[config.mk]
export PLATFORM = sky130hd
export DESIGN_NAME = first_fit_run_allocator_flat
export DESIGN_NICKNAME = d
export VERILOG_FILES = /design/src/design/ffra_pkg.sv /design/src/design/ffra_req_if.sv /design/src/design/ffra_rsp_if.sv /design/src/design/first_fit_run_allocator.sv /design/src/design/ffra_ram.sv /design/src/design/ffra_dp.sv /design/src/design/ffra_ctrl.sv /design/src/flat_wrapper.sv
export SDC_FILE = /design/constraint.sdc
export NUM_CORES = 1
export LEC_CHECK = 0
export ABC_AREA = 1
export BUFFER_PORTS_ARGS = -buffer_cell sky130_fd_sc_hd__buf_4
export CORE_MARGIN = 5
export CORE_UTILIZATION = 40
export DETAILED_ROUTE_END_ITERATION = 8
export HOLD_SLACK_MARGIN = 0.03
export SYNTH_ARGS = -nofsm -noshare
export SYNTH_HDL_FRONTEND = slang
export SYNTH_SLANG_ARGS = --single-unit
[constraint.sdc]
create_clock -name clk -period 3.1 [get_ports clk]
set_clock_uncertainty 0.05 [all_clocks]
set_input_delay 0.31 -clock clk [delete_from_list [all_inputs] [get_ports clk]]
set_output_delay 0.31 -clock clk [all_outputs]
set_load 0.01 [all_outputs]
[src/design/ffra_pkg.sv]
// shared types, status codes and defaults for the first-fit run allocator
`default_nettype none
package ffra_pkg;

	localparam int SLOT_COUNT_DEF = 64;
	localparam int LEN_W          = 7;
	localparam int START_W        = 6;
	localparam int STATUS_W       = 2;

	typedef logic [STATUS_W-1:0] status_t;

	localparam status_t ST_ALLOCATED = 2'd0;
	localparam status_t ST_NO_FIT    = 2'd1;
	localparam status_t ST_FREED     = 2'd2;

	// controller to datapath
	typedef struct packed {
		logic load;   // latch a new request
		logic scan;   // advance the first-fit scan by one slot
		logic wr;     // run the bitmap write sweep
		logic emit;   // move the result into the output register
	} cmd_t;

	// datapath to controller
	typedef struct packed {
		logic req_free;   // request on the input is a free
		logic bad_len;    // allocate length is zero or longer than the row
		logic found;      // scan hit a fitting run this cycle
		logic scan_miss;  // scan passed the last slot without a fit
		logic wr_done;    // write sweep reached its end
	} sts_t;

endpackage
`default_nettype wire

[src/design/ffra_req_if.sv]
// request channel: valid/ready with allocate or free payload
`default_nettype none
interface ffra_req_if;
	logic                          valid;
	logic                          ready;
	logic                          kind;
	logic [ffra_pkg::LEN_W-1:0]   run_length;
	logic [ffra_pkg::START_W-1:0] start_slot;

	modport source (output valid, output kind, output run_length, output start_slot,
		input ready);
	modport sink (input valid, input kind, input run_length, input start_slot,
		output ready);
endinterface
`default_nettype wire

[src/design/ffra_rsp_if.sv]
// response channel: valid/ready with status and granted start
`default_nettype none
interface ffra_rsp_if;
	logic                          valid;
	logic                          ready;
	ffra_pkg::status_t             status;
	logic [ffra_pkg::START_W-1:0] granted_start;

	modport source (output valid, output status, output granted_start, input ready);
	modport sink (input valid, input status, input granted_start, output ready);
endinterface
`default_nettype wire

[src/design/first_fit_run_allocator.sv]
// top level of the first-fit run allocator over a slot occupancy bitmap
// an allocate scans for a fitting run and marks it, a bad length skips the scan, and a
//   free clears slots from its start slot (the free saturates at the last slot)
// throughput: one word in flight, the next taken the cycle after the response loads;
//   a waiting response holds back the next
// reset: clearing sweep over the whole bitmap, input ready once the sweep is done
`default_nettype none
module first_fit_run_allocator #(
	parameter int SLOT_COUNT = ffra_pkg::SLOT_COUNT_DEF
) (
	input  wire logic   clk,
	input  wire logic   arst_n,
	ffra_req_if.sink    req,
	ffra_rsp_if.source  rsp
);

	// command and status between controller and datapath
	ffra_pkg::cmd_t cmd;
	ffra_pkg::sts_t sts;

	// controller owns the handshakes; the response register may still hold
	// a word while the next request is being scanned
	ffra_ctrl u_ctrl (
		.clk       (clk),
		.arst_n    (arst_n),
		.in_valid  (req.valid),
		.in_ready  (req.ready),
		.out_valid (rsp.valid),
		.out_ready (rsp.ready),
		.cmd       (cmd),
		.sts       (sts)
	);

	// datapath holds the bitmap RAM, the run counter and the write sweep
	ffra_dp #(
		.SLOT_COUNT (SLOT_COUNT)
	) u_dp (
		.clk            (clk),
		.arst_n         (arst_n),
		.cmd            (cmd),
		.sts            (sts),
		.req_kind       (req.kind),
		.req_run_length (req.run_length),
		.req_start_slot (req.start_slot),
		.out_status     (rsp.status),
		.out_start      (rsp.granted_start)
	);

endmodule
`default_nettype wire

[src/design/ffra_ram.sv]
// generic single-write, single-read RAM with registered read data
`default_nettype none
module ffra_ram #(
	parameter int WIDTH = 1,
	parameter int DEPTH = ffra_pkg::SLOT_COUNT_DEF
) (
	input  wire logic                     clk,
	input  wire logic                     wr_en,
	input  wire logic [$clog2(DEPTH)-1:0] wr_addr,
	input  wire logic [WIDTH-1:0]         wr_data,
	input  wire logic [$clog2(DEPTH)-1:0] rd_addr,
	output logic      [WIDTH-1:0]         rd_data
);

	logic [WIDTH-1:0] mem [DEPTH];

	always_ff @(posedge clk) begin
		if (wr_en) begin
			mem[wr_addr] <= wr_data;
		end
		rd_data <= mem[rd_addr];
	end

endmodule
`default_nettype wire

[src/design/ffra_dp.sv]
// datapath: request latch, first-fit scan counters, write sweep and result register
`default_nettype none
module ffra_dp #(
	parameter int SLOT_COUNT = ffra_pkg::SLOT_COUNT_DEF
) (
	input  wire logic                          clk,
	input  wire logic                          arst_n,
	input  wire ffra_pkg::cmd_t                cmd,
	output ffra_pkg::sts_t                     sts,
	input  wire logic                          req_kind,
	input  wire logic [ffra_pkg::LEN_W-1:0]   req_run_length,
	input  wire logic [ffra_pkg::START_W-1:0] req_start_slot,
	output ffra_pkg::status_t                  out_status,
	output logic [ffra_pkg::START_W-1:0]      out_start
);

	localparam int IDX_W = $clog2(SLOT_COUNT);
	localparam int EW    = ((IDX_W > ffra_pkg::LEN_W) ? IDX_W : ffra_pkg::LEN_W) + 1;
	localparam logic [EW-1:0]    SLOTS_E = EW'(SLOT_COUNT);
	localparam logic [IDX_W-1:0] LAST    = IDX_W'(SLOT_COUNT - 1);

	logic [EW-1:0]    len_q;
	logic [IDX_W-1:0] addr_q;
	logic [IDX_W-1:0] eval_idx_q;
	logic             eval_vld_q;
	logic [EW-1:0]    count_q;
	logic [EW-1:0]    ptr_q;
	logic [EW-1:0]    end_q;
	logic             wr_val_q;
	ffra_pkg::status_t            res_status_q;
	logic [ffra_pkg::START_W-1:0] res_start_q;
	ffra_pkg::status_t            out_status_q;
	logic [ffra_pkg::START_W-1:0] out_start_q;

	logic          rd_data;
	logic [EW-1:0] req_len_e;
	logic [EW-1:0] free_sum;
	logic [EW-1:0] free_end;
	logic [EW-1:0] count_inc;
	logic [EW-1:0] eval_next;
	logic [EW-1:0] run_start;
	logic          wr_active;

	assign req_len_e = EW'(req_run_length);
	assign free_sum  = EW'(req_start_slot) + req_len_e;
	assign free_end  = (free_sum > SLOTS_E) ? SLOTS_E : free_sum;
	assign count_inc = count_q + EW'(1);
	assign eval_next = EW'(eval_idx_q) + EW'(1);
	assign run_start = eval_next - len_q;
	assign wr_active = ptr_q < end_q;

	always_comb begin
		sts.req_free  = req_kind;
		sts.bad_len   = (req_len_e == '0) || (req_len_e > SLOTS_E);
		sts.found     = eval_vld_q && !rd_data && (count_inc == len_q);
		sts.scan_miss = eval_vld_q && !sts.found && (eval_idx_q == LAST);
		sts.wr_done   = !wr_active;
	end

	// reset value starts the clearing sweep over the whole bitmap
	always_ff @(posedge clk or negedge arst_n) begin
		if (!arst_n) begin
			ptr_q      <= '0;
			end_q      <= SLOTS_E;
			wr_val_q   <= 1'b0;
			eval_vld_q <= 1'b0;
		end else begin
			if (cmd.load) begin
				ptr_q      <= EW'(req_start_slot);
				end_q      <= free_end;
				wr_val_q   <= 1'b0;
				eval_vld_q <= 1'b0;
			end else if (cmd.scan) begin
				eval_vld_q <= 1'b1;
				if (sts.found) begin
					ptr_q    <= run_start;
					end_q    <= eval_next;
					wr_val_q <= 1'b1;
				end
			end else if (cmd.wr && wr_active) begin
				ptr_q <= ptr_q + EW'(1);
			end
		end
	end

	always_ff @(posedge clk) begin
		if (cmd.load) begin
			len_q        <= req_len_e;
			addr_q       <= '0;
			count_q      <= '0;
			res_status_q <= req_kind ? ffra_pkg::ST_FREED : ffra_pkg::ST_NO_FIT;
			res_start_q  <= '0;
		end else if (cmd.scan) begin
			addr_q     <= addr_q + IDX_W'(1);
			eval_idx_q <= addr_q;
			if (eval_vld_q) begin
				count_q <= rd_data ? '0 : count_inc;
			end
			if (sts.found) begin
				res_status_q <= ffra_pkg::ST_ALLOCATED;
				res_start_q  <= run_start[ffra_pkg::START_W-1:0];
			end
		end
		if (cmd.emit) begin
			out_status_q <= res_status_q;
			out_start_q  <= res_start_q;
		end
	end

	ffra_ram #(
		.WIDTH (1),
		.DEPTH (SLOT_COUNT)
	) u_bitmap (
		.clk     (clk),
		.wr_en   (cmd.wr && wr_active),
		.wr_addr (ptr_q[IDX_W-1:0]),
		.wr_data (wr_val_q),
		.rd_addr (addr_q),
		.rd_data (rd_data)
	);

	assign out_status = out_status_q;
	assign out_start  = out_start_q;

endmodule
`default_nettype wire

[src/design/ffra_ctrl.sv]
// controller: sequences clear, scan, write sweep and result hand-off
`default_nettype none
module ffra_ctrl (
	input  wire logic           clk,
	input  wire logic           arst_n,
	input  wire logic           in_valid,
	output logic                in_ready,
	output logic                out_valid,
	input  wire logic           out_ready,
	output ffra_pkg::cmd_t      cmd,
	input  wire ffra_pkg::sts_t sts
);

	localparam logic [2:0] S_CLEAR = 3'd0;
	localparam logic [2:0] S_IDLE  = 3'd1;
	localparam logic [2:0] S_SCAN  = 3'd2;
	localparam logic [2:0] S_MARK  = 3'd3;
	localparam logic [2:0] S_RESP  = 3'd4;

	logic [2:0] state_q;
	logic [2:0] state_d;
	logic       out_valid_q;

	always_comb begin
		state_d  = state_q;
		cmd      = '0;
		in_ready = 1'b0;
		unique case (state_q)
			S_CLEAR: begin
				cmd.wr = 1'b1;
				if (sts.wr_done) begin
					state_d = S_IDLE;
				end
			end
			S_IDLE: begin
				in_ready = 1'b1;
				if (in_valid) begin
					cmd.load = 1'b1;
					priority if (sts.req_free) begin
						state_d = S_MARK;
					end else if (sts.bad_len) begin
						state_d = S_RESP;
					end else begin
						state_d = S_SCAN;
					end
				end
			end
			S_SCAN: begin
				cmd.scan = 1'b1;
				priority if (sts.found) begin
					state_d = S_MARK;
				end else if (sts.scan_miss) begin
					state_d = S_RESP;
				end
			end
			S_MARK: begin
				cmd.wr = 1'b1;
				if (sts.wr_done) begin
					state_d = S_RESP;
				end
			end
			S_RESP: begin
				if (!out_valid_q || out_ready) begin
					cmd.emit = 1'b1;
					state_d  = S_IDLE;
				end
			end
			default: begin
				state_d = S_IDLE;
			end
		endcase
	end

	always_ff @(posedge clk or negedge arst_n) begin
		if (!arst_n) begin
			state_q     <= S_CLEAR;
			out_valid_q <= 1'b0;
		end else begin
			state_q <= state_d;
			if (cmd.emit) begin
				out_valid_q <= 1'b1;
			end else if (out_ready) begin
				out_valid_q <= 1'b0;
			end
		end
	end

	assign out_valid = out_valid_q;

endmodule
`default_nettype wire
[src/flat_wrapper.sv]
// flat-port wrapper written by rule: the top's interface ports become plain ports
module first_fit_run_allocator_flat 
#(
	parameter int SLOT_COUNT = ffra_pkg::SLOT_COUNT_DEF
)
  (clk, arst_n, req_valid, req_kind, req_run_length, req_start_slot, req_ready, rsp_valid, rsp_status, rsp_granted_start, rsp_ready);
  ffra_req_if req_i ();
  ffra_rsp_if rsp_i ();
  input  wire logic clk;
  input  wire logic arst_n;
  input wire logic [$bits(req_i.valid)-1:0] req_valid;
  input wire logic [$bits(req_i.kind)-1:0] req_kind;
  input wire logic [$bits(req_i.run_length)-1:0] req_run_length;
  input wire logic [$bits(req_i.start_slot)-1:0] req_start_slot;
  output wire logic [$bits(req_i.ready)-1:0] req_ready;
  output wire logic [$bits(rsp_i.valid)-1:0] rsp_valid;
  output wire logic [$bits(rsp_i.status)-1:0] rsp_status;
  output wire logic [$bits(rsp_i.granted_start)-1:0] rsp_granted_start;
  input wire logic [$bits(rsp_i.ready)-1:0] rsp_ready;
  assign req_i.valid = req_valid;
  assign req_i.kind = req_kind;
  assign req_i.run_length = req_run_length;
  assign req_i.start_slot = req_start_slot;
  assign req_ready = req_i.ready;
  assign rsp_valid = rsp_i.valid;
  assign rsp_status = rsp_i.status;
  assign rsp_granted_start = rsp_i.granted_start;
  assign rsp_i.ready = rsp_ready;
  first_fit_run_allocator #(.SLOT_COUNT(SLOT_COUNT)) u_core (.clk(clk), .arst_n(arst_n), .req(req_i), .rsp(rsp_i));
endmodule
# Word-level counts from Yosys, hierarchy flattened
# Memory sizes are Yosys's and may differ from the RTL's. A register that Yosys moved wholly into a read port is not among the register bits.
# Index checks and enable logic that the tools add are counted.
dict set report word_totals {
  register_bits 65
  ram_bits 64
  in_bits 18
  output_inout_bits 10
  word_cells 98
  mem_count 1
}
dict set report op_classes {
  n_addsub 6
  magnitude_cmp 3
  n_eq_ne 12
  n_mux 38
  bitwise_logic 1
  reduce_logical 23
}
# name words word_bits read_ports rd_ports_with_merged_regs write_ports line
set mem_list {}
lappend mem_list {u_core.u_dp.u_bitmap.mem 64 1 1 1 1 ffra_ram.sv:15} ;# logic [WIDTH-1:0] mem [DEPTH];
# op n
set ops {}
lappend ops {{8-bit two-way mux} 9}
lappend ops {{3-bit two-way mux} 8}
lappend ops {{8-bit by 1-bit adder with 8-bit output (second input constant)} 2}
lappend ops {{1-bit two-way mux} 16}
lappend ops {{3-bit one-hot mux with 5 select lines} 1}
lappend ops {{2-bit AND reduction} 5}
lappend ops {{6-bit by 7-bit adder with 8-bit output} 1}
lappend ops {{8-bit by 7-bit equality test with 1-bit output} 1}
lappend ops {{8-bit by 7-bit greater-than comparator with 1-bit output (second input constant)} 1}
lappend ops {{8-bit zero test} 1}
lappend ops {{8-bit < comparator} 1}
lappend ops {{2-bit two-way mux} 4}
lappend ops {{2-bit != test (second input constant)} 4}
lappend ops {{7-bit by 7-bit subtractor with 8-bit output} 1}
lappend ops {{6-bit by 1-bit adder with 7-bit output (second input constant)} 1}
lappend ops {{7-bit greater-than comparator (second input constant)} 1}
lappend ops {{6-bit by 1-bit adder with 6-bit output (second input constant)} 1}
lappend ops {{3-bit by 2-bit equality test with 1-bit output (second input constant)} 2}
lappend ops {{6-bit equality test (second input constant)} 1}
lappend ops {{2-bit nonzero test} 3}
lappend ops {{1-bit logical AND} 5}
lappend ops {{5-bit AND reduction} 1}
lappend ops {{3-bit by 1-bit equality test with 1-bit output (second input constant)} 1}
lappend ops {{3-bit equality test (second input constant)} 1}
lappend ops {{other kinds (8)} 11}

# Depth between registers and ports, before layout
# Gate-level depths: netlist of run 1.
dict set report logic_depth {
  depth_word 9
  ltp_mapped 15
  ltp_nobuf 14
}

# Modules after synthesis
# From an unflattened synthesis of run 1, not the netlist that was laid out.
dict set report unflattened {
  cells_unflattened 890
  hier_area_um2 7274.5
}
# mod n_inst cells_per_inst area_each_um2 seq_area_each_um2
set by_module_without_submodules {}
lappend by_module_without_submodules {ffra_dp 1 523 3910.0 1542.7}
lappend by_module_without_submodules {ffra_ram 1 314 3045.4 1941.9}
lappend by_module_without_submodules {ffra_ctrl 1 53 319.1 100.1}

# Worst setup path before layout of run 1
# OpenSTA, ideal clock, no wires.
dict set report synth_timing {
  path_kind {reg2reg}
  startpoint {reg u_core.u_dp.eval_idx_q[0]}
  endpoint {reg u_core.u_dp.ptr_q[5]}
  setup_ns 0.123
  arrival_time_ns 2.017
  required_ns 2.927
  slack_ns 0.910
  stages_incl_launch_ff 14
  path_buffers 0
  synth_period_minus_slack_ns 2.190
  cell_sequence {edfxtp_1 > ha_1 > nand3_1 > xor2_1 > inv_1 > ha_1 > nand2_1 > or2_2 > nand3_1 > nand2_1 > nand3_1 > nand2_1 > o21ai_0 > o21ai_2}
}
dict set report synth_via {
  elab_chain_len 5
}
# element line
set synth_lines {}
lappend synth_lines {{from (decl)} ffra_dp.sv:24} ;# logic [IDX_W-1:0] eval_idx_q;
lappend synth_lines {{from (signal assigned)} ffra_dp.sv:95} ;# eval_idx_q <= addr_q;
lappend synth_lines {{6-bit by 1-bit adder with 7-bit output} ffra_dp.sv:48} ;# assign eval_next = EW'(eval_idx_q) + EW'(1);
lappend synth_lines {{7-bit by 7-bit subtractor with 8-bit output} ffra_dp.sv:49} ;# assign run_start = eval_next - len_q;
lappend synth_lines {{8-bit two-way mux} ffra_dp.sv:75} ;# if (sts.found) begin
lappend synth_lines {{8-bit two-way mux} ffra_dp.sv:73} ;# end else if (cmd.scan) begin
lappend synth_lines {{8-bit two-way mux} ffra_dp.sv:68} ;# if (cmd.load) begin
lappend synth_lines {{to (signal assigned)} ffra_dp.sv:69} ;# ptr_q <= EW'(req_start_slot);
lappend synth_lines {{to (signal assigned)} ffra_dp.sv:76} ;# ptr_q <= run_start;
lappend synth_lines {{to (signal assigned)} ffra_dp.sv:81} ;# ptr_q <= ptr_q + EW'(1);
lappend synth_lines {{to (decl)} ffra_dp.sv:27} ;# logic [EW-1:0] ptr_q;
# Every way passes these cells. The select of a mux whose other input is x is not followed.
# A chain may end at the register's enable or synchronous reset.

# Final worst setup path of run 1
# Same ends and word-level chain as after synthesis.

==> results of run 1 <==
==> metal layers <==
metal / part of all wire, % / wire, microns
met1: 49 / 8550
met2: 44 / 7740
met3: 5.2 / 899
met4: 1.4 / 243
met5: 0 / 0
==> sequential cells by signal, summed over array words and instances (netlist names) <==
name	cells
u_core.u_ctrl.out_valid	1
u_core.u_ctrl.state_q	3
u_core.u_dp.addr_q	6
u_core.u_dp.count_q	8
u_core.u_dp.end_q	8
u_core.u_dp.eval_idx_q	6
u_core.u_dp.eval_vld_q	1
u_core.u_dp.len_q	7
u_core.u_dp.out_start	6
u_core.u_dp.out_status	2
u_core.u_dp.ptr_q	8
u_core.u_dp.res_start_q	6
u_core.u_dp.res_status_q	2
u_core.u_dp.u_bitmap.mem	64
u_core.u_dp.u_bitmap.rd_data	1
u_core.u_dp.wr_val_q	1
==> cell usage after synthesis, types with 4 or more instances <==
master | n | share of area [%]
nand2_1 | 177 | 9.4
edfxtp_1 | 87 | 37
buf_2 | 6 | 0.43
dfxtp_1 | 21 | 6.0
o211ai_1 | 8 | 0.85
or2_2 | 4 | 0.36
inv_1 | 88 | 4.7
nand4_1 | 13 | 1.2
o21ai_0 | 47 | 3.3
dfrtp_1 | 21 | 7.5
a21oi_1 | 29 | 2.1
o22ai_1 | 9 | 0.80
xor2_1 | 10 | 1.2
nor2_1 | 143 | 7.6
inv_2 | 6 | 0.32
nand3_1 | 52 | 3.7
nand2_2 | 7 | 0.62
nor3_1 | 12 | 0.85
ha_1 | 24 | 4.3
o21ai_2 | 7 | 0.87
clkbuf_1 | 16 | 0.85
nor2_4 | 5 | 0.80
==> worst max path at each step <==
stage	slack, ns	cells past startpoint	start	end
4_1_cts	0.53	12	u_core.u_dp.eval_idx_q[0]	u_core.u_dp.ptr_q[5]
6_report	0.54	12	u_core.u_dp.eval_idx_q[0]	u_core.u_dp.ptr_q[5]
5_1_grt	0.32	12	u_core.u_dp.eval_idx_q[0]	u_core.u_dp.ptr_q[5]
3_3_place_gp	0.62	12	u_core.u_dp.eval_idx_q[0]	u_core.u_dp.ptr_q[5]
3_5_place_dp	0.58	12	u_core.u_dp.eval_idx_q[0]	u_core.u_dp.ptr_q[5]
2_1_floorplan	0.91	13	u_core.u_dp.eval_idx_q[0]	u_core.u_dp.ptr_q[5]
==> metrics by stage <==
step	setup WS (ns)	total power (W)	utilization, %	instance area (sq um)	std cells
floorplan	0.910	0.00404	-	7030	828
global placement	0.617	0.00474	43.3	7480	1066
detailed placement	0.580	0.00476	43.3	7480	1066
CTS	0.532	0.00687	47.0	8130	1101
global route	0.323	0.00731	47.0	8130	1101
finish	0.540	0.00685	47.0	8130	1101
==> placed cells by master (no fill, tap or decap), types with 3 or more instances in the layout <==
| master | count |
|---|---|
| xnor2_1 | 3 |
| nor2_1 | 143 |
| clkinv_1 | 4 |
| dfxtp_1 | 21 |
| o211ai_1 | 8 |
| o21ai_2 | 7 |
| nand3_1 | 52 |
| o21ai_1 | 3 |
| inv_2 | 6 |
| nand2_2 | 7 |
| dlygate4sd3_1 | 3 |
| buf_4 | 36 |
| a21oi_1 | 29 |
| bufinv_16 | 4 |
| nor3_1 | 12 |
| nor2_4 | 5 |
| or2_2 | 4 |
| nand2_1 | 177 |
| nand2_4 | 3 |
| nand3b_1 | 3 |
| xor2_1 | 10 |
| o21ai_0 | 47 |
| dfrtp_1 | 21 |
| o221ai_1 | 3 |
| inv_1 | 88 |
| clkbuf_16 | 17 |
| nand4_1 | 13 |
| edfxtp_1 | 87 |
| o22ai_1 | 9 |
| ha_1 | 24 |
==> power groups by stage <==
stage	Combinational [W]	Sequential, W	Clock (W)
after CTS	0.00241	0.00233	0.00213
after detailed placement	0.00239	0.00236	0
after global placement	0.00238	0.00236	0
final	0.00242	0.00233	0.00210
after global routing	0.00274	0.00236	0.00221
after floorplan	0.00177	0.00226	0
==> kinds of logic after synthesis <==
logic type                 share of synthesized area (%)
AOI/OAI and AO/OA                                   9.14
xor gates and xnor gates                            1.62
adders and majority gates                           4.84
buffers and inverters                               6.51
DFF                                                 51.0
muxes                                              0.285
and+or+nand+nor                                     26.6
==> cell type report <==
class / count / share of cell area (%)
multi-input combinational: 580 / 36.8
clock buffer: 18 / 5.28
clock inverter: 14 / 2.29
timing repair buffer: 39 / 3.69
inverter: 95 / 4.39
sequential: 130 / 44.1
tap: 225 / 3.46
==> results.cfg, run 1 <==
[logic_synthesis]
yosys_warnings = 0
avgSynthCellArea_sq_um = 8.50
synth_edf_count = 87
ys.flop_type = edfxtp_1
syn_nets = 872
yosysUniqueCellTypes = 42
ys_ff_latch = 130
syn_area_sq_um = 7030
ys_seq_area_share_pct = 51.0
synthArstFlopShare_pct = 16.9
syn_inst = 828

[pwr]
pwr-share-clk_pct = 30.7
p_leak_nw = 3.20
power-per-cell-area_nw_per_um2 = 842
p_seq_share_pct = 34.1
power_switching_share_pct = 38.6
p_int_w = 0.00420
pwr-share-comb_pct = 35.3
switchingPower_w = 0.00265
ir_drop_uv = 499

[grt]
grt_max_degree = 66
gr-usage-met1_pct = 26.0
grt_pass1_vias = 5475
grt_overflow_total = 0
grt_pass1_wl_mm = 28.6
gr-usage-all-layers_pct = 17.9
grt_use_met3_pct = 3.82
antenna_found_initial = 0
met2_usage_pct = 27.0
busiest_layer = met2

[detailed_routing]
drt_pre_antenna_iters = 6
vias_per_cell = 5.09
drt-wirelength-per-cell_microns = 15.8
drc = 0
routed_wirelength_mm = 17.4
drtIter0Drc = 411
ant_nets = 0
vias = 5605

[clocking]
cts_tree = built
clk-insertion-delay-late_ns = 0.42
clock-root-buffer = clkbuf_16
post-cts-setup-buffers = 0
ctsHoldBuffers = 3
cts_buffers = 17
clk_pin_slew_ns = 0.06
h-tree-depth = 4
cts_resized = 0
cts.sinks = 130
clockBufferDepth = 2

[setup_path]
cp_data_required_time_ns = 3.40
crit_slowest_cell = edfxtp_1
cp_top_family = simple AND/OR/NAND/NOR gates
cp-end-kind = register
r2r-start = u_core.u_dp.eval_idx_q[0]
rr_worst_depth = 12
r2r_slack_ns = 0.54
path_cells = ha_1 > nand3_1 > xor2_1 > inv_1 > ha_1 > nand2_1 > or2_2 > nand4_1 > nand3_1 > nand2_1 > o21ai_0 > o21ai_2
max_stage_delay_ns = 0.44
cp-start-kind = register
reg2reg_to = u_core.u_dp.ptr_q[5]
critPathBufInv = 1
worst_ep_arrival_time_ns = 2.86
worstPathMaxFanout = 4
crit_type = register to register

[hold_path]
min_path_cells = 1
hold_path.class = input pin to register
whs_endpoint = u_core.u_dp.len_q[3]
worstHoldStart = req_run_length[3]

[sta]
finalSetupViolCount = 0
max_slew_margin_pct = 59.5
worst_pin_slew_ns = 0.605
rsz0062_at_grt = false
fmax_mhz = 391
report.final.slew_viol_count = 0
whs_ns = 0.0450
post-route-period-util_pct = 82.6
hold_viol = 0
min_period_ns = 2.56
fin_setup_tns_ns = 0

[placed_design]
place_congestion = 0.958
port-buffer-count = 27
dp_hpwl_mm = 12.3

[die]
pin_count = 28
dieArea_sq_um = 20300
die_x_microns = 143
rows = 48
coreArea_sq_um = 17300
start_util_pct = 40.7
die_h_microns = 143

[final_layout]
drive_gt1_share_pct = 11.9
syn2layout_area_growth_pct = 15.6
fin_nets = 907
antenna_cells = 0
multiInputGateArea_sq_um = 2990
fillerInstances = 1709
final-seq-area_sq_um = 3580

[job]
max_cap_violations = 0

[outcome]
status = finished, final reports clean
No activity file was read; power rests on OpenSTA's default activity.
==> inputs of run 2 (changes only) <==
==> constraint.sdc (replaced) <==
create_clock -name clk -period 2.6 [get_ports clk]
set_clock_uncertainty 0.05 [all_clocks]
set_input_delay 0.26 -clock clk [delete_from_list [all_inputs] [get_ports clk]]
set_output_delay 0.26 -clock clk [all_outputs]
set_load 0.01 [all_outputs]
==> run 2 against run 1 <==
Compared with the run above: highest routed layer unchanged; routed wire length fell by 1.6%; sequential power rose by 18%; power rose by 18%; setup slack got worse by 0.33 ns; sequential cell count did not move; via count rose by 0.75%.
==> results.cfg, run 2 (synthesis gave the netlist of run 1 again) <==
[outcome]
status = finished, final reports clean

[detailed_routing]
ant_nets = 0
route.met3.wl_mm = 1.11
routed_wirelength_mm = 17.2
vias_per_cell = 5.09
drt_pre_antenna_iters = 5
drc = 0
drtIter0Drc = 438
dr_wl_met2_mm = 7.65
vias = 5647
drt-wirelength-per-cell_microns = 15.5
wl_met1_mm = 8.11
route.top_layer_used = met4

[final_layout]
multiInputGateArea_sq_um = 2990
fillerInstances = 1716
final-seq-area_sq_um = 3580
final_cell_mix = nand2_1 (177), nor2_1 (143), inv_1 (88), edfxtp_1 (87), nand3_1 (52)
drive_gt1_share_pct = 12.6
antenna_cells = 0
largest-register = u_core.u_dp.u_bitmap.mem
largest_reg_flops = 64
layout_commonest_cell = nand2_1
final_area_sq_um = 8190
syn2layout_area_growth_pct = 16.4
fin_util_pct = 47.3
fin_nets = 915

[die]
die_h_microns = 143
dieArea_sq_um = 20300
die_x_microns = 143
pin_count = 28
coreArea_sq_um = 17300
rows = 48
start_util_pct = 40.7

[clocking]
h-tree-depth = 4
clk_pin_slew_ns = 0.06
clk-insertion-delay-late_ns = 0.43
clock-root-buffer = clkbuf_16
cts_tree = built
clockBufferDepth = 2
post-cts-setup-buffers = 0
cts_buffers = 17
cts.sinks = 130

[grt]
gr-usage-all-layers_pct = 17.6
grt_max_degree = 66
grt_pass1_vias = 5273
antenna_found_initial = 0
grt_pass1_wl_mm = 27.8
grt_overflow_total = 0

[sta]
max_slew_margin_pct = 59.2
worst_pin_slew_ns = 0.613
min_period_ns = 2.39
report.final.slew_viol_count = 0
setup_ws_ns = 0.209
post-route-period-util_pct = 92.0
hold_viol = 0
fin_setup_tns_ns = 0
finalSetupViolCount = 0
rsz0062_at_grt = false
fmax_mhz = 418

[setup_path]
r2r-start = u_core.u_dp.eval_idx_q[0]
crit_type = register to register
cp-startpoint = u_core.u_dp.eval_idx_q[0]
worstPathMaxFanout = 4
cp_data_required_time_ns = 2.86
cp-start-kind = register
cp-end-kind = register
worst_ep_arrival_time_ns = 2.65
r2r_slack_ns = 0.21

[placed_design]
placed_area_sq_um = 7510
dp_hpwl_mm = 12.2
dpl_worst_slack_ns = 0.215
place_congestion = 0.890
port-buffer-count = 27

[pwr]
p_leak_nw = 3.23
ir_drop_uv = 548
power-per-cell-area_nw_per_um2 = 988

[hold_path]
worstHoldStart = rsp_ready
hold_path.class = input pin to register

[job]
max_cap_violations = 0
==> run 2: final timing paths <==
kind / endpoint / cells after the start
worst max-delay path: u_core.u_dp.ptr_q[5] / 13
worst min-delay path: u_core.u_ctrl.out_valid / 4
worst max register to register: u_core.u_dp.ptr_q[5] / 13
worst min register to register: u_core.u_dp.out_status[1] / 0
max in group asynchronous: u_core.u_dp.end_q[6] / 2
min in group asynchronous: u_core.u_dp.end_q[7] / 2
==> run 2: power breakdown <==
group	switching [W]	internal (W)	total, W
clock network	0.000995	0.00144	0.00244
logic	0.00195	0.000954	0.00290
registers	0.000260	0.00249	0.00276
==> run 2: critical path, cell delays in order (launching register included) <==
cell and delay (ns):
edfxtp_1 0.44, ha_1 0.25, nand3_1 0.12, xor2_1 0.16, inv_1 0.09, ha_1 0.35, nand2_1 0.08, or2_2 0.31
nand3_1 0.07, nand2_1 0.05, nand3_1 0.07, nand2_1 0.05, o21ai_0 0.10, o21ai_2 0.08
==> run 2: final cells by class <==
class / instances / share of cell area (%)
sequential: 130 / 43.8
timing repair buffer: 47 / 4.55
inverter: 95 / 4.35
clock buffer: 17 / 5.19
tap: 225 / 3.44
clock inverter: 15 / 2.15
multi-input combinational: 580 / 36.5
==> run 2: per-stage QoR <==
step / hold slack [ns] / power [W] / cells
after floorplan: -0.0856 / 0.00481 / 828
after detailed placement: 0.140 / 0.00567 / 1069
after global placement: 0.134 / 0.00566 / 1069
after CTS: 0.0397 / 0.00812 / 1109
after global routing: 0.0751 / 0.00862 / 1109
final: 0.0500 / 0.00809 / 1109
==> run 2: repair_timing <==
| item | CTS | global route |
|---|---|---|
| hold buffers | 8 | 0 |
| gates resized for setup | 0 | 0 |
| endpoints found under the hold margin | 29 | 0 |
==> run 2: metal layers <==
metal	track usage, %	vias to the layer above
met1	24.7	2616
li1	-	2841
met2	26.9	165
met4	5.50	0
met3	4.39	25
met5	0	-
==> inputs of run 3 (changes only) <==
--- a/config.mk
+++ b/config.mk
@@ -9,8 +9,10 @@
 export BUFFER_PORTS_ARGS = -buffer_cell sky130_fd_sc_hd__buf_4
 export CORE_MARGIN = 5
 export CORE_UTILIZATION = 40
+export CTS_BUF_LIST = sky130_fd_sc_hd__clkbuf_4 sky130_fd_sc_hd__clkbuf_8
 export DETAILED_ROUTE_END_ITERATION = 8
 export HOLD_SLACK_MARGIN = 0.03
+export MAX_ROUTING_LAYER = met4
 export SYNTH_ARGS = -nofsm -noshare
 export SYNTH_HDL_FRONTEND = slang
 export SYNTH_SLANG_ARGS = --single-unit
==> run 3 against run 2 <==
Compared with the run above: final area down 2.0%; routed wire length is 0.43% lower; final cell count barely moved; global-route usage grew 0.77 points; power shrank 7.4%; register-to-register slack gained 0.03 ns; die area is the same; sequential cell count stayed put; hold slack improved by 0.057 ns; non-clock buffer count up 1; core utilization fell by 0.95 points; critical path type unchanged.
==> results.cfg, run 3 (synthesis gave the netlist of run 1 again) <==
[outcome]
status = finished, final reports clean

[die]
coreArea_sq_um = 17300
pin_count = 28
start_util_pct = 40.7
die_h_microns = 143
dieArea_sq_um = 20300
rows = 48
die_x_microns = 143

[placed_design]
dp_hpwl_mm = 12.1
place_congestion = 0.929
dp.cells = 1068
port-buffer-count = 27

[sta]
hold_viol = 0
rsz0062_at_grt = false
fmax_mhz = 423
worst_pin_slew_ns = 0.588
post-route-period-util_pct = 91.0
max_slew_margin_pct = 60.6
fin_setup_tns_ns = 0
min_period_ns = 2.37
finalSetupViolCount = 0
report.final.slew_viol_count = 0
whs_ns = 0.107

[detailed_routing]
routed_wirelength_mm = 17.1
drt_pre_antenna_iters = 5
drtIter0Drc = 456
ant_nets = 0
drc = 0
vias_per_cell = 5.08
drt-wirelength-per-cell_microns = 15.4
vias = 5634

[final_layout]
largest-register = u_core.u_dp.u_bitmap.mem
layout_commonest_cell = nand2_1
fin_nets = 916
final_cell_mix = nand2_1 (177), nor2_1 (143), inv_1 (87), edfxtp_1 (87), nand3_1 (52)
fin_util_pct = 46.4
syn2layout_area_growth_pct = 14.1
antenna_cells = 0
largest_reg_flops = 64
final_cell_count_no_fill = 1110
drive_gt1_share_pct = 12.7

[setup_path]
crit_type = register to register
path_cells = ha_1 > xor2_1 > ha_1 > a21oi_1 > nand2_1 > xor2_2 > nand2_1 > nand3_1 > nand2_1 > nand3_1 > nand2_1
max_stage_delay_ns = 0.45
r2r_slack_ns = 0.23
cp.depth = 11
cp_top_family = adder cells
rr_worst_depth = 11
cp-startpoint = u_core.u_dp.eval_idx_q[0]
cp-start-kind = register
r2r-start = u_core.u_dp.eval_idx_q[0]
cp_data_required_time_ns = 2.90
cpMostUsedCell = nand2_1
critPathBufInv = 0
worstPathMaxFanout = 6
reg2reg_to = u_core.u_dp.ptr_q[3]
crit_slowest_cell = edfxtp_1
worst_ep_arrival_time_ns = 2.66
endpoint = u_core.u_dp.ptr_q[3]
cp-end-kind = register

[grt]
grt_pass1_vias = 5444
grt_pass1_wl_mm = 28.3
antenna_found_initial = 0
gr-usage-all-layers_pct = 18.4
grt_max_degree = 66
grt_overflow_total = 0

[pwr]
p_seq_share_pct = 36.7
p_int_w = 0.00440
power.total_w = 0.00749
switchingPower_w = 0.00309
pwr-share-comb_pct = 38.8
p_leak_nw = 3.15
pwr-share-clk_pct = 24.4
ir_drop_uv = 420
power-per-cell-area_nw_per_um2 = 934
power_switching_share_pct = 41.2

[clocking]
cts_buffers = 17
cts_tree = built
clockBufferDepth = 2
clk_pin_slew_ns = 0.08
h-tree-depth = 4
clk-insertion-delay-late_ns = 0.46
cts.sinks = 130
clock-root-buffer = clkbuf_8

[job]
max_cap_violations = 0

[hold_path]
hold_path.class = input pin to register
## run 3: changes by cell type in the layout (fill, tap and decap cells not counted), sizes merged
| cell | previous run | this run |
|---|---|---|
| dlygate4sd3 | 8 | 10 |
| inv | 100 | 98 |
| buf | 39 | 38 |
| bufinv | 2 | 3 |
| clkinvlp | 2 | 3 |
## run 3: worst min-delay path by stage
stage / endpoint / cells past startpoint / start / slack (ns)
4_1_cts: u_core.u_dp.ptr_q[5] / 3 / req_start_slot[5] / 0.09
3_5_place_dp: u_core.u_dp.end_q[7] / 1 / arst_n / 0.14
5_1_grt: u_core.u_dp.ptr_q[5] / 3 / req_start_slot[5] / 0.1
6_report: u_core.u_dp.ptr_q[5] / 3 / req_start_slot[5] / 0.11
3_3_place_gp: u_core.u_dp.ptr_q[0] / 1 / arst_n / 0.14
2_1_floorplan: u_core.u_ctrl.out_valid / 0 / arst_n / -0.09
## run 3: timing repair
action	4_1_cts	5_1_grt
hold buffers	10	0
setup buffers	0	0
gates resized for setup	0	2
endpoints found under the hold margin	31	0
setup endpoints to repair	0	2
## run 3: area by class of cell
class / instances / area, sq um
fill: 1684 / 9270
sequential: 130 / 3580
multi-input combinational: 580 / 3000
timing repair buffer: 48 / 385
inverter: 95 / 357
tap: 225 / 282
clock buffer: 17 / 234
clock inverter: 15 / 183
## run 3: power by group through the flow
| stage | Sequential (W) | Clock (W) | Combinational, W |
|---|---|---|---|
| after floorplan | 0.00270 | 0 | 0.00212 |
| after global placement | 0.00279 | 0 | 0.00287 |
| after global routing | 0.00279 | 0.00196 | 0.00331 |
| after CTS | 0.00275 | 0.00186 | 0.00291 |
| after detailed placement | 0.00280 | 0 | 0.00289 |
| final | 0.00275 | 0.00183 | 0.00291 |
## run 3: tightest hold or removal path, delay by kind of cell
family | cells | cell delay, ns
AOI/OAI and AO/OA | 2 | 0.23
buffers and inverters | 1 | 0.09
## run 3: stage by stage
| stage | worst slack, ns | cell area, sq um |
|---|---|---|
| 2_1_floorplan | 0.410 | 7030 |
| 3_3_place_gp | 0.248 | 7500 |
| 3_5_place_dp | 0.223 | 7500 |
| 4_1_cts | 0.200 | 8020 |
| 5_1_grt | 0.0526 | 8020 |
| 6_report | 0.235 | 8020 |
## run 3: routing by layer
| layer | up-vias | track usage (%) | wire [microns] |
|---|---|---|---|
| met4 | 0 | 5.10 | 201 |
| li1 | 2840 | - | - |
| met1 | 2635 | 25.4 | 8010 |
| met3 | 17 | 3.92 | 1030 |
| met5 | - | - | 0 |
| met2 | 142 | 27.3 | 7830 |
